## src/hdl/deq_pkg.sv

```systemverilog
// deq_pkg: shared types, constants and helpers for the double-ended queue
// used by deq_ctrl, deq_dpath and double_ended_queue; depends on nothing

package deq_pkg;

   localparam int DEPTH = 16;
   localparam int IDX_W = (DEPTH > 1) ? $clog2(DEPTH) : 1;
   localparam int CNT_W = IDX_W + 1;

   localparam logic [2:0] ACT_PUSH_FRONT = 3'd0;
   localparam logic [2:0] ACT_PUSH_BACK  = 3'd1;
   localparam logic [2:0] ACT_POP_FRONT  = 3'd2;
   localparam logic [2:0] ACT_POP_BACK   = 3'd3;
   localparam logic [2:0] ACT_LIST       = 3'd4;

   localparam logic [1:0] ST_OK    = 2'd0;
   localparam logic [1:0] ST_FULL  = 2'd1;
   localparam logic [1:0] ST_EMPTY = 2'd2;

   typedef struct packed {
      logic [2:0]         action;
      logic signed [31:0] value;
   } req_item_type;

   typedef struct packed {
      logic signed [31:0] data;
      logic [1:0]         status;
      logic               last;
   } rsp_item_type;

   typedef enum logic [1:0] {
      FSM_IDLE,
      FSM_EXEC,
      FSM_POP_OUT,
      FSM_LIST
   } fsm_state_type;

   typedef struct packed {
      logic       load;
      logic       push_front;
      logic       push_back;
      logic       pop_front;
      logic       pop_back;
      logic       walk_read;
      logic       emit;
      logic       emit_data;
      logic [1:0] emit_status;
      logic       emit_last;
   } cmd_type;

   typedef struct packed {
      logic [2:0] op;
      logic       full;
      logic       empty;
      logic       walk_done;
   } stat_type;

   // ring index from a sum that stays below twice the depth
   function automatic logic [IDX_W-1:0] wrap_index(input logic [CNT_W-1:0] sum);
      logic [CNT_W-1:0] fixed;
      fixed = (sum >= CNT_W'(DEPTH)) ? (sum - CNT_W'(DEPTH)) : sum;
      return fixed[IDX_W-1:0];
   endfunction

endpackage

```

## src/hdl/deq_ctrl.sv

```systemverilog
// deq_ctrl: sequencing state machine for the double-ended queue
// depends on deq_pkg; drives commands into deq_dpath from its status

module deq_ctrl (
   input  logic              clock,
   input  logic              reset,
   input  logic              start,
   input  deq_pkg::stat_type stat,
   output deq_pkg::cmd_type  cmd,
   output logic              busy
);
   import deq_pkg::*;

   fsm_state_type state_ff, state_in;

   always_ff @(posedge clock) begin
      if (reset) begin
         state_ff <= FSM_IDLE;
      end else begin
         state_ff <= state_in;
      end
   end

   always_comb begin
      state_in = state_ff;
      case (state_ff)
         FSM_IDLE: begin
            if (start) begin
               state_in = FSM_EXEC;
            end
         end
         FSM_EXEC: begin
            if ((stat.op inside {ACT_POP_FRONT, ACT_POP_BACK}) && !stat.empty) begin
               state_in = FSM_POP_OUT;
            end else if (stat.op == ACT_LIST && !stat.empty) begin
               state_in = FSM_LIST;
            end else begin
               state_in = FSM_IDLE;
            end
         end
         FSM_POP_OUT: begin
            state_in = FSM_IDLE;
         end
         FSM_LIST: begin
            if (stat.walk_done) begin
               state_in = FSM_IDLE;
            end
         end
         default: begin
            state_in = FSM_IDLE;
         end
      endcase
   end

   always_comb begin
      cmd  = '0;
      busy = 1'b1;
      case (state_ff)
         FSM_IDLE: begin
            busy     = 1'b0;
            cmd.load = start;
         end
         FSM_EXEC: begin
            if (stat.op inside {ACT_PUSH_FRONT, ACT_PUSH_BACK}) begin
               cmd.emit      = 1'b1;
               cmd.emit_last = 1'b1;
               if (stat.full) begin
                  cmd.emit_status = ST_FULL;
               end else begin
                  cmd.emit_status = ST_OK;
                  cmd.push_front  = (stat.op == ACT_PUSH_FRONT);
                  cmd.push_back   = (stat.op == ACT_PUSH_BACK);
               end
            end else if (stat.op inside {ACT_POP_FRONT, ACT_POP_BACK, ACT_LIST}) begin
               if (stat.empty) begin
                  cmd.emit        = 1'b1;
                  cmd.emit_last   = 1'b1;
                  cmd.emit_status = ST_EMPTY;
               end else begin
                  cmd.pop_front = (stat.op == ACT_POP_FRONT);
                  cmd.pop_back  = (stat.op == ACT_POP_BACK);
                  cmd.walk_read = (stat.op == ACT_LIST);
               end
            end else begin
               cmd.emit        = 1'b1;
               cmd.emit_last   = 1'b1;
               cmd.emit_status = ST_OK;
            end
         end
         FSM_POP_OUT: begin
            cmd.emit        = 1'b1;
            cmd.emit_data   = 1'b1;
            cmd.emit_last   = 1'b1;
            cmd.emit_status = ST_OK;
         end
         FSM_LIST: begin
            cmd.emit        = 1'b1;
            cmd.emit_data   = 1'b1;
            cmd.emit_status = ST_OK;
            cmd.emit_last   = stat.walk_done;
            cmd.walk_read   = !stat.walk_done;
         end
         default: begin
            busy = 1'b1;
         end
      endcase
   end

endmodule

```

## src/hdl/deq_dpath.sv

```systemverilog
// deq_dpath: ring store, front index, occupancy, list walk and result register
// depends on deq_pkg; commanded by deq_ctrl

module deq_dpath (
   input  logic                  clock,
   input  logic                  reset,
   input  deq_pkg::req_item_type req_item,
   input  deq_pkg::cmd_type      cmd,
   output deq_pkg::stat_type     stat,
   output logic                  rsp_valid,
   output deq_pkg::rsp_item_type rsp_item
);
   import deq_pkg::*;

   logic signed [31:0] slots [DEPTH];

   logic [2:0]         op_ff;
   logic signed [31:0] value_ff;
   logic [IDX_W-1:0]   front_ff, front_in;
   logic [CNT_W-1:0]   occ_ff, occ_in;
   logic [CNT_W-1:0]   walk_ff;
   logic signed [31:0] rd_data_ff;
   logic               rsp_valid_ff;
   rsp_item_type       rsp_item_ff;

   logic [CNT_W-1:0]   offset;
   logic [IDX_W-1:0]   ring_addr;
   logic [IDX_W-1:0]   front_dec;
   logic [IDX_W-1:0]   wr_addr;
   logic [IDX_W-1:0]   rd_addr;
   logic               mem_we;
   logic               mem_re;

   assign stat.op        = op_ff;
   assign stat.full      = (occ_ff == CNT_W'(DEPTH));
   assign stat.empty     = (occ_ff == '0);
   assign stat.walk_done = (walk_ff == occ_ff);

   always_comb begin
      if (cmd.push_back) begin
         offset = occ_ff;
      end else if (cmd.pop_back) begin
         offset = occ_ff - CNT_W'(1);
      end else if (cmd.pop_front) begin
         offset = CNT_W'(1);
      end else begin
         offset = walk_ff;
      end
   end

   assign ring_addr = wrap_index({1'b0, front_ff} + offset);
   assign front_dec = (front_ff == '0) ? IDX_W'(DEPTH - 1) : (front_ff - IDX_W'(1));
   assign mem_we    = cmd.push_front || cmd.push_back;
   assign mem_re    = cmd.pop_front || cmd.pop_back || cmd.walk_read;
   assign wr_addr   = cmd.push_front ? front_dec : ring_addr;
   assign rd_addr   = cmd.pop_front ? front_ff : ring_addr;

   always_comb begin
      front_in = front_ff;
      occ_in   = occ_ff;
      if (cmd.push_front) begin
         front_in = front_dec;
         occ_in   = occ_ff + CNT_W'(1);
      end else if (cmd.push_back) begin
         occ_in   = occ_ff + CNT_W'(1);
      end else if (cmd.pop_front) begin
         front_in = ring_addr;
         occ_in   = occ_ff - CNT_W'(1);
      end else if (cmd.pop_back) begin
         occ_in   = occ_ff - CNT_W'(1);
      end
   end

   always_ff @(posedge clock) begin
      if (mem_we) begin
         slots[wr_addr] <= value_ff;
      end
      if (mem_re) begin
         rd_data_ff <= slots[rd_addr];
      end
   end

   always_ff @(posedge clock) begin
      if (reset) begin
         front_ff     <= '0;
         occ_ff       <= '0;
         walk_ff      <= '0;
         op_ff        <= '0;
         rsp_valid_ff <= 1'b0;
      end else begin
         front_ff     <= front_in;
         occ_ff       <= occ_in;
         rsp_valid_ff <= cmd.emit;
         if (cmd.load) begin
            op_ff   <= req_item.action;
            walk_ff <= '0;
         end else if (cmd.walk_read) begin
            walk_ff <= walk_ff + CNT_W'(1);
         end
      end
   end

   always_ff @(posedge clock) begin
      if (cmd.load) begin
         value_ff <= req_item.value;
      end
      if (cmd.emit) begin
         rsp_item_ff.data   <= cmd.emit_data ? rd_data_ff : 32'sd0;
         rsp_item_ff.status <= cmd.emit_status;
         rsp_item_ff.last   <= cmd.emit_last;
      end
   end

   assign rsp_valid = rsp_valid_ff;
   assign rsp_item  = rsp_item_ff;

`ifndef SYNTHESIS
   a_occ_bound: assert property (@(posedge clock) disable iff (reset)
      occ_ff <= CNT_W'(DEPTH))
      else $error("occupancy beyond depth");

   a_push_not_full: assert property (@(posedge clock) disable iff (reset)
      (cmd.push_front || cmd.push_back) |-> !stat.full)
      else $error("push into full queue");

   a_pop_not_empty: assert property (@(posedge clock) disable iff (reset)
      (cmd.pop_front || cmd.pop_back || cmd.walk_read) |-> !stat.empty)
      else $error("read from empty queue");

   a_walk_in_range: assert property (@(posedge clock) disable iff (reset)
      cmd.walk_read |-> (walk_ff < occ_ff))
      else $error("list walk past back element");

   a_occ_step: assert property (@(posedge clock) disable iff (reset)
      !(cmd.push_front || cmd.push_back || cmd.pop_front || cmd.pop_back)
      |=> $stable(occ_ff))
      else $error("occupancy changed without push or pop");
`endif

endmodule

```

## src/hdl/double_ended_queue.sv

```systemverilog
// double_ended_queue: top level of the bounded double-ended queue
// depends on deq_pkg, deq_ctrl and deq_dpath

// An item is taken when start is high and busy is low, and its results come
// back on rsp_item, one per cycle in which rsp_valid is high; the receiver
// must take each result in that cycle. A push, an unknown action, a pop from
// an empty queue or a list of an empty queue is answered from the EXEC state;
// a pop with an element passes through EXEC and POP_OUT, and a list through
// EXEC and then LIST until its last element is out; the ring store's
// registered read port sets the extra state of pops and lists and the one
// result per cycle of a list. A result is registered in the result register
// before it shows on the ports, behind the ring store's read register when an
// element is read, and busy is low again in the cycle after the item's last
// result is registered, so that cycle already takes the next item. The queue
// holds DEPTH signed 32-bit values and starts empty after reset.

module double_ended_queue (
   input  logic                  clock,
   input  logic                  reset,
   input  logic                  start,
   output logic                  busy,
   input  deq_pkg::req_item_type req_item,
   output logic                  rsp_valid,
   output deq_pkg::rsp_item_type rsp_item
);
   import deq_pkg::*;

   cmd_type  cmd;
   stat_type stat;

   deq_ctrl u_ctrl (
      .clock (clock),
      .reset (reset),
      .start (start),
      .stat  (stat),
      .cmd   (cmd),
      .busy  (busy)
   );

   deq_dpath u_dpath (
      .clock     (clock),
      .reset     (reset),
      .req_item  (req_item),
      .cmd       (cmd),
      .stat      (stat),
      .rsp_valid (rsp_valid),
      .rsp_item  (rsp_item)
   );

endmodule

```

## config.mk

```make
export PLATFORM = sky130hd
export DESIGN_NAME = double_ended_queue
export DESIGN_NICKNAME = d
export VERILOG_FILES = /design/src/hdl/deq_pkg.sv /design/src/hdl/deq_ctrl.sv /design/src/hdl/deq_dpath.sv /design/src/hdl/double_ended_queue.sv
export SDC_FILE = /design/constraint.sdc
export NUM_CORES = 1
export LEC_CHECK = 0
export BUFFER_PORTS_ARGS = -buffer_cell sky130_fd_sc_hd__clkbuf_2
export CORE_MARGIN = 8
export CORE_UTILIZATION = 62
export DETAILED_ROUTE_END_ITERATION = 16
export GPL_TIMING_DRIVEN = 0
export HOLD_SLACK_MARGIN = 0.1
export PLACE_DENSITY = 0.79
export SLEW_MARGIN = 30
export SYNTH_ARGS = -nofsm -noshare
export SYNTH_HDL_FRONTEND = slang
export SYNTH_SLANG_ARGS = --single-unit
```

## constraint.sdc

```tcl
create_clock -name clock -period 7.5 [get_ports clock]
set_input_delay 0.375 -clock clock [delete_from_list [all_inputs] [get_ports clock]]
set_output_delay 0.375 -clock clock [all_outputs]
set_load 0.05 [all_outputs]
```

==> flow_summary.yaml, run 1 <==
global_routing:
  grt_pass1_wl_microns: 101000
  grt_overflow_total: 0
  track_usage: 0.280
  antenna_found_initial: 0
  first_global_vias: 17000
  grt_max_degree: 33
cts:
  cts.sinks: 631
  clk_path_buf_depth: 3
  cts_htree_levels: 2
  path_clk_slew_ns: 0.06
  cts_tree: "built"
  cts_root_buf: "clkbuf_16"
  numCtsBuffers: 60
  insertion_delay_ns: 0.62
timing:
  rsz0062_at_grt: "no"
  setup_viol: 0
  fmax_mhz: 173
  relSlewSlack: 0.371
  post-route-min-period_ns: 5.77
  final_max_slew_viol_count: 0
  tightest_slew_ns: 0.937
  post-route-period-util: 0.770
  layout_setup_ws_ns: 1.73
  holdWs_ns: 0.239
  skew_ns: 0.0132
  hold_viol_final: 0
logic_synthesis:
  synth.area.top_cells: "edfxtp_1, a32oi_1, nand3_1"
  synth_top_cell_area_share: 0.719
  yosysSeqAreaShare: 0.735
  synth_area_leader_cell: "edfxtp_1"
  synth_enable_flop_cells: 611
  ys_ff_latch: 631
  yosys.cell_types.count: 62
  synth_nets: 1743
  synth_common_cells: "edfxtp_1, nand3_1, o21ai_0, a32oi_1, clkbuf_1"
  syn_avg_cell_area_sq_um: 15.0
  synth_ff_type: "edfxtp_1"
  synth_most_common_cell: "edfxtp_1"
  synth_area_sq_um: 25500
  yosysWarnings: 0
  syn_inst: 1695
  async_flop_share: 0
layout:
  multi_input_area_sq_um: 6270
  layout-drive-gt1-share: 0.148
  nFillCells: 2462
  syn_to_final_growth_pct: 16.0
  seq_area_sq_um: 18700
  layout.nets: 1944
  insertedDiodeCount: 0
route:
  routed_wl_microns: 68100
  via_per_inst: 6.89
  drtIter0Drc: 2657
  ant_nets: 0
  dr.pass1.iters: 8
  num_vias: 17100
  wire_per_inst_microns: 27.5
  drc_errors: 0
setup_path:
  crit_path_max_fanout: 10
  worst_setup_path_end_kind: "flip-flop"
  crit_chain: "clkbuf_1 -> inv_1 -> ha_1 -> or4b_4 -> buf_6 -> nand2_1 -> o22ai_1 -> a22o_1 -> ha_1 -> a21o_1 -> a21oi_1 -> xnor3_1 -> o21ba_2 -> clkbuf_1 -> nor3_2 -> buf_4 -> buf_4 -> buf_4"
  startpoint_type: "flip-flop"
  arrival_ns: 6.10
  crit_buf_inv: 7
  critPathMostFrequentCell: "buf_4"
  cp_top_family: "buffers and inverters"
  max_stage_delay_ns: 0.58
  crit_slowest_cell: "nor3_2"
  critPathKind: "flip-flop to flip-flop"
  cp.required_ns: 7.83
power_and_ir_drop:
  intPower_uw: 5820
  p_leak_uw: 0.00966
  sw_frac_of_total: 0.231
  powerDensity_nw_per_um2: 256
  p_sw_uw: 1750
  max-vdd-ir-drop_uv: 187
  p_clk_frac: 0.394
  p_seq_frac: 0.527
  combPwrFrac: 0.078
floorplanning:
  die_w_microns: 219
  die_area_sq_um: 47900
  num_io_pins: 75
  fp.dieH_microns: 219
  coreArea_sq_um: 40700
  initial_core_util: 0.626
  rows: 74
place:
  dp_hpwl_microns: 43400
  post-place-ws_ns: 1.82
  portBuffers: 74
  gp_congestion: 0.874
flow_run:
  cap_violations: 0
worst_hold_path:
  hp-class: "input pin to flip-flop"
run_status:
  status: "complete, no violations"
layout by cell type, fill, tap and decap left out, drive strengths merged, types with 4 or more instances in the layout:
cell type / n
dlygate4sd3: 36
nand2: 20
a31oi: 4
nand4: 5
clkinvlp: 4
dfxtp: 20
nand3: 201
xnor2: 6
nor2: 51
buf: 59
clkinv: 23
a32oi: 128
ha: 9
inv: 12
clkbuf: 260
xor2: 9
o211ai: 64
mux2: 65
bufinv: 6
nor3: 12
o21ai: 203
mux2i: 37
edfxtp: 611
and2: 33
a21oi: 18
layer usage:
layer,wire [microns],GRT usage,share of wire,vias up
li1,-,-,-,7197
met1,24600,0.356,0.36,8313
met2,32300,0.454,0.47,1306
met3,8010,0.0646,0.12,238
met4,3200,0.133,0.047,0
met5,0,0,0,-
worst min-delay path, delay by kind of cell:
family,cells,cell delay [ns]
simple gates,2,0.17
mux,1,0.12
buf+inv,2,0.16
state kept, by name, summed over array words and instances, names as in the netlist:
signal and cells:
u_dpath.front_ff 4, u_dpath.walk_ff 5, u_dpath.rsp_item 35, u_dpath.occ_ff 5, u_dpath.rd_data_ff 32, u_dpath.rsp_valid 1, u_ctrl.state_ff 2, u_dpath.slots 512
u_dpath.op_ff 3, u_dpath.value_ff 32
cells by family after synthesis:
group / after synthesis / synth area share
flip-flops: 631 / 0.735
buffers and inverters: 151 / 0.0248
multiplexers: 102 / 0.0434
AO/OA/AOI/OAI: 438 / 0.114
adder cells (fa/ha/maj): 10 / 0.00520
XOR/XNOR: 16 / 0.00603
AND/OR/NAND/NOR: 347 / 0.0710
final timing paths:
| path | start | end | slack (ns) | depth (start not counted) |
|---|---|---|---|---|
| setup / recovery | u_dpath.occ_ff[0] | u_dpath.slots[1][29] | 1.73 | 18 |
| hold reg to reg | u_dpath.rd_data_ff[26] | u_dpath.rsp_item[29] | 0.52 | 1 |
| hold / removal | start | u_dpath.op_ff[1] | 0.24 | 5 |
| setup reg to reg | u_dpath.occ_ff[0] | u_dpath.slots[1][29] | 1.73 | 18 |
power by group through the flow:
stage	Sequential, uW	Clock, uW	Combinational, uW
CTS	3990	2990	582
detailed placement	4070	0	561
finish	4000	2990	594
floorplan	4080	0	319
global placement	4070	0	522
global route	4000	3110	626
stage by stage:
step | area, sq um | power (uW) | std cells | utilization | TNS, ns
final | 29600 | 7580 | 2476 | 0.726 | 0
after global routing | 29600 | 7740 | 2476 | 0.726 | 0
after CTS | 29600 | 7560 | 2476 | 0.726 | 0
after detailed placement | 27300 | 4630 | 2330 | 0.670 | 0
after global placement | 26500 | 4590 | 2301 | 0.651 | -45.31
after floorplan | 25500 | 4400 | 1695 | - | 0
area by class of cell:
cell class	instances	area share
sequential	631	0.634
multi-input combinational	913	0.212
clock buffer	77	0.0536
timing repair buffer	139	0.0455
tap	532	0.0225
buffer	139	0.0198
clock inverter	33	0.0109
inverter	12	0.00152
repair_timing:
item	4_1_cts	5_1_grt
setup buffers	0	0
gates resized for setup	0	0
hold endpoints to repair	40	0
hold buffers	36	0
setup endpoints to repair	0	0
Note: power is estimated with default switching activity, not from simulation.
==> inputs of run 2 (changes only) <==
Clock period 7.5 ns to 5.8 ns, I/O delays scaled along.
==> flow_summary.yaml, run 2 (synthesis gave the netlist of run 1 again) <==
global_routing:
  grt_max_degree: 33
  grt_pass1_wl_microns: 100000
  antenna_found_initial: 1
  top_usage_layer: "met2"
  use_met1: 0.363
  use_met2: 0.450
  track_usage: 0.275
  met3_usage: 0.0541
  first_global_vias: 16900
  grt_overflow_total: 0
place:
  dp_hpwl_microns: 43500
  portBuffers: 74
  postPlaceCellArea_sq_um: 27300
  placed_cells: 2326
  gp_congestion: 0.872
cts:
  cts.sinks: 631
  cts_htree_levels: 2
  path_clk_slew_ns: 0.06
  cts_root_buf: "clkbuf_16"
  insertion_delay_ns: 0.64
  numCtsBuffers: 60
  cts_tree: "built"
  clk_path_buf_depth: 3
floorplanning:
  coreArea_sq_um: 40700
  fp.dieH_microns: 219
  initial_core_util: 0.626
  rows: 74
  die_area_sq_um: 47900
  num_io_pins: 75
  die_w_microns: 219
setup_path:
  r2r_setup_slack_ns: 0.26
  reg2reg_from: "u_dpath.occ_ff[0]"
  worst_setup_path_end_kind: "flip-flop"
  critPathMostFrequentCell: "nand2_1"
  regToRegEndpoint: "u_dpath.rd_data_ff[0]"
  max_stage_delay_ns: 0.53
  worstRegToRegCells: 20
  crit_chain: "clkbuf_1 -> inv_1 -> ha_1 -> or4b_4 -> buf_6 -> nand2_1 -> a21oi_1 -> nand2_1 -> o21ai_0 -> a22oi_1 -> ha_1 -> inv_1 -> fa_1 -> xor2_1 -> nand2_1 -> o21ai_4 -> clkbuf_1 -> a32oi_1 -> o211ai_1 -> mux2i_1"
  startpoint_type: "flip-flop"
  arrival_ns: 5.87
  cp-endpoint: "u_dpath.rd_data_ff[0]"
  crit_path_max_fanout: 10
  crit_slowest_cell: "clkbuf_1"
  startpoint: "u_dpath.occ_ff[0]"
  critPathKind: "flip-flop to flip-flop"
  cp.required_ns: 6.14
power_and_ir_drop:
  sw_frac_of_total: 0.233
  power_uw: 9790
  p_leak_uw: 0.00977
  powerDensity_nw_per_um2: 328
  p_sw_uw: 2280
  combPwrFrac: 0.080
  p_seq_frac: 0.528
  p_clk_frac: 0.392
  max-vdd-ir-drop_uv: 255
  intPower_uw: 7520
timing:
  tightest_slew_ns: 1.11
  fmax_mhz: 181
  holdWs_ns: 0.135
  relSlewSlack: 0.251
  setup_viol: 0
  post-route-min-period_ns: 5.54
  post-route-period-util: 0.955
  skew_ns: 0.0276
  final_max_slew_viol_count: 0
  rsz0062_at_grt: "yes"
  hold_viol_final: 0
layout:
  instances_no_fill: 2487
  nFillCells: 2421
  syn_to_final_growth_pct: 16.9
  finish.instance_area_sq_um: 29800
  layout.nets: 1955
  largest_reg_flops: 512
  mostFrequentLayoutCell: "edfxtp_1"
  insertedDiodeCount: 0
  fin_util: 0.732
  largest-register: "u_dpath.slots"
  mostFrequentLayoutCells: "edfxtp_1, nand3_1, o21ai_0, a32oi_1, clkbuf_1"
  layout-drive-gt1-share: 0.158
route:
  num_vias: 17200
  drc_errors: 0
  drtIter0Drc: 2693
  ant_nets: 0
  dr.pass1.iters: 8
  routed_wl_microns: 68400
  via_per_inst: 6.91
  wire_per_inst_microns: 27.5
run_status:
  status: "complete, no violations"
flow_run:
  cap_violations: 0
worst_hold_path:
  hp-class: "input pin to flip-flop"
-- run 2: power by group through the flow --
stage	combinational, uW	sequential, uW	clock, uW
after global placement	675	5260	0
after floorplan	413	5270	0
after global routing	822	5170	4010
after CTS	757	5170	3840
final	781	5170	3840
after detailed placement	729	5260	0
-- run 2: how the worst min path moves through the flow --
stage / from / endpoint / cells past startpoint
after global placement: req_item[21] / u_dpath.value_ff[21] / 1
after floorplan: reset / u_ctrl.state_ff[1] / 1
after detailed placement: req_item[27] / u_dpath.value_ff[27] / 1
final: start / u_dpath.op_ff[1] / 5
after global routing: start / u_dpath.op_ff[0] / 5
after CTS: start / u_dpath.op_ff[1] / 5
-- run 2: final cells by class --
type                       count  area [sq um]  area share
multi-input combinational    913          6300       0.211
tap                          532           666      0.0223
sequential                   631         18700       0.629
buffer                       139           596      0.0200
inverter                      12          45.0     0.00151
clock buffer                  76          1560      0.0524
timing repair buffer         150          1560      0.0524
clock inverter                34           345      0.0116
-- run 2: through the flow --
stage                     setup TNS, ns  setup WS, ns
after global routing            -0.0648       -0.0310
after global placement          -505.12         -1.31
after detailed placement              0         0.163
after floorplan                       0         0.428
after CTS                             0        0.0722
final                                 0         0.263
-- run 2: worst max-delay path: cells and delay by family (launching register included) --
kind                     cells  cell delay (ns)
multiplexers                 1             0.17
XOR/XNOR                     1             0.36
AND/OR/NAND/NOR              4             1.04
AO/OA/AOI/OAI                6             1.32
flip-flops                   1             0.31
adder cells (fa/ha/maj)      3             0.89
buffers and inverters        5             1.13
-- run 2: routing by layer --
layer	part of all wire	up-vias	routed length, microns
met5	0.00015	-	10
met4	0.039	2	2680
met3	0.11	217	7820
met2	0.48	1269	33100
met1	0.36	8472	24800
li1	-	7220	-
-- run 2: what timing repair did --
action / 4_1_cts / 5_1_grt
endpoints found under the setup margin: 0 / 231
hold buffers: 36 / 0
buffers inserted: 0 / 15
gates resized for setup: 0 / 19
hold endpoints to repair: 40 / 0
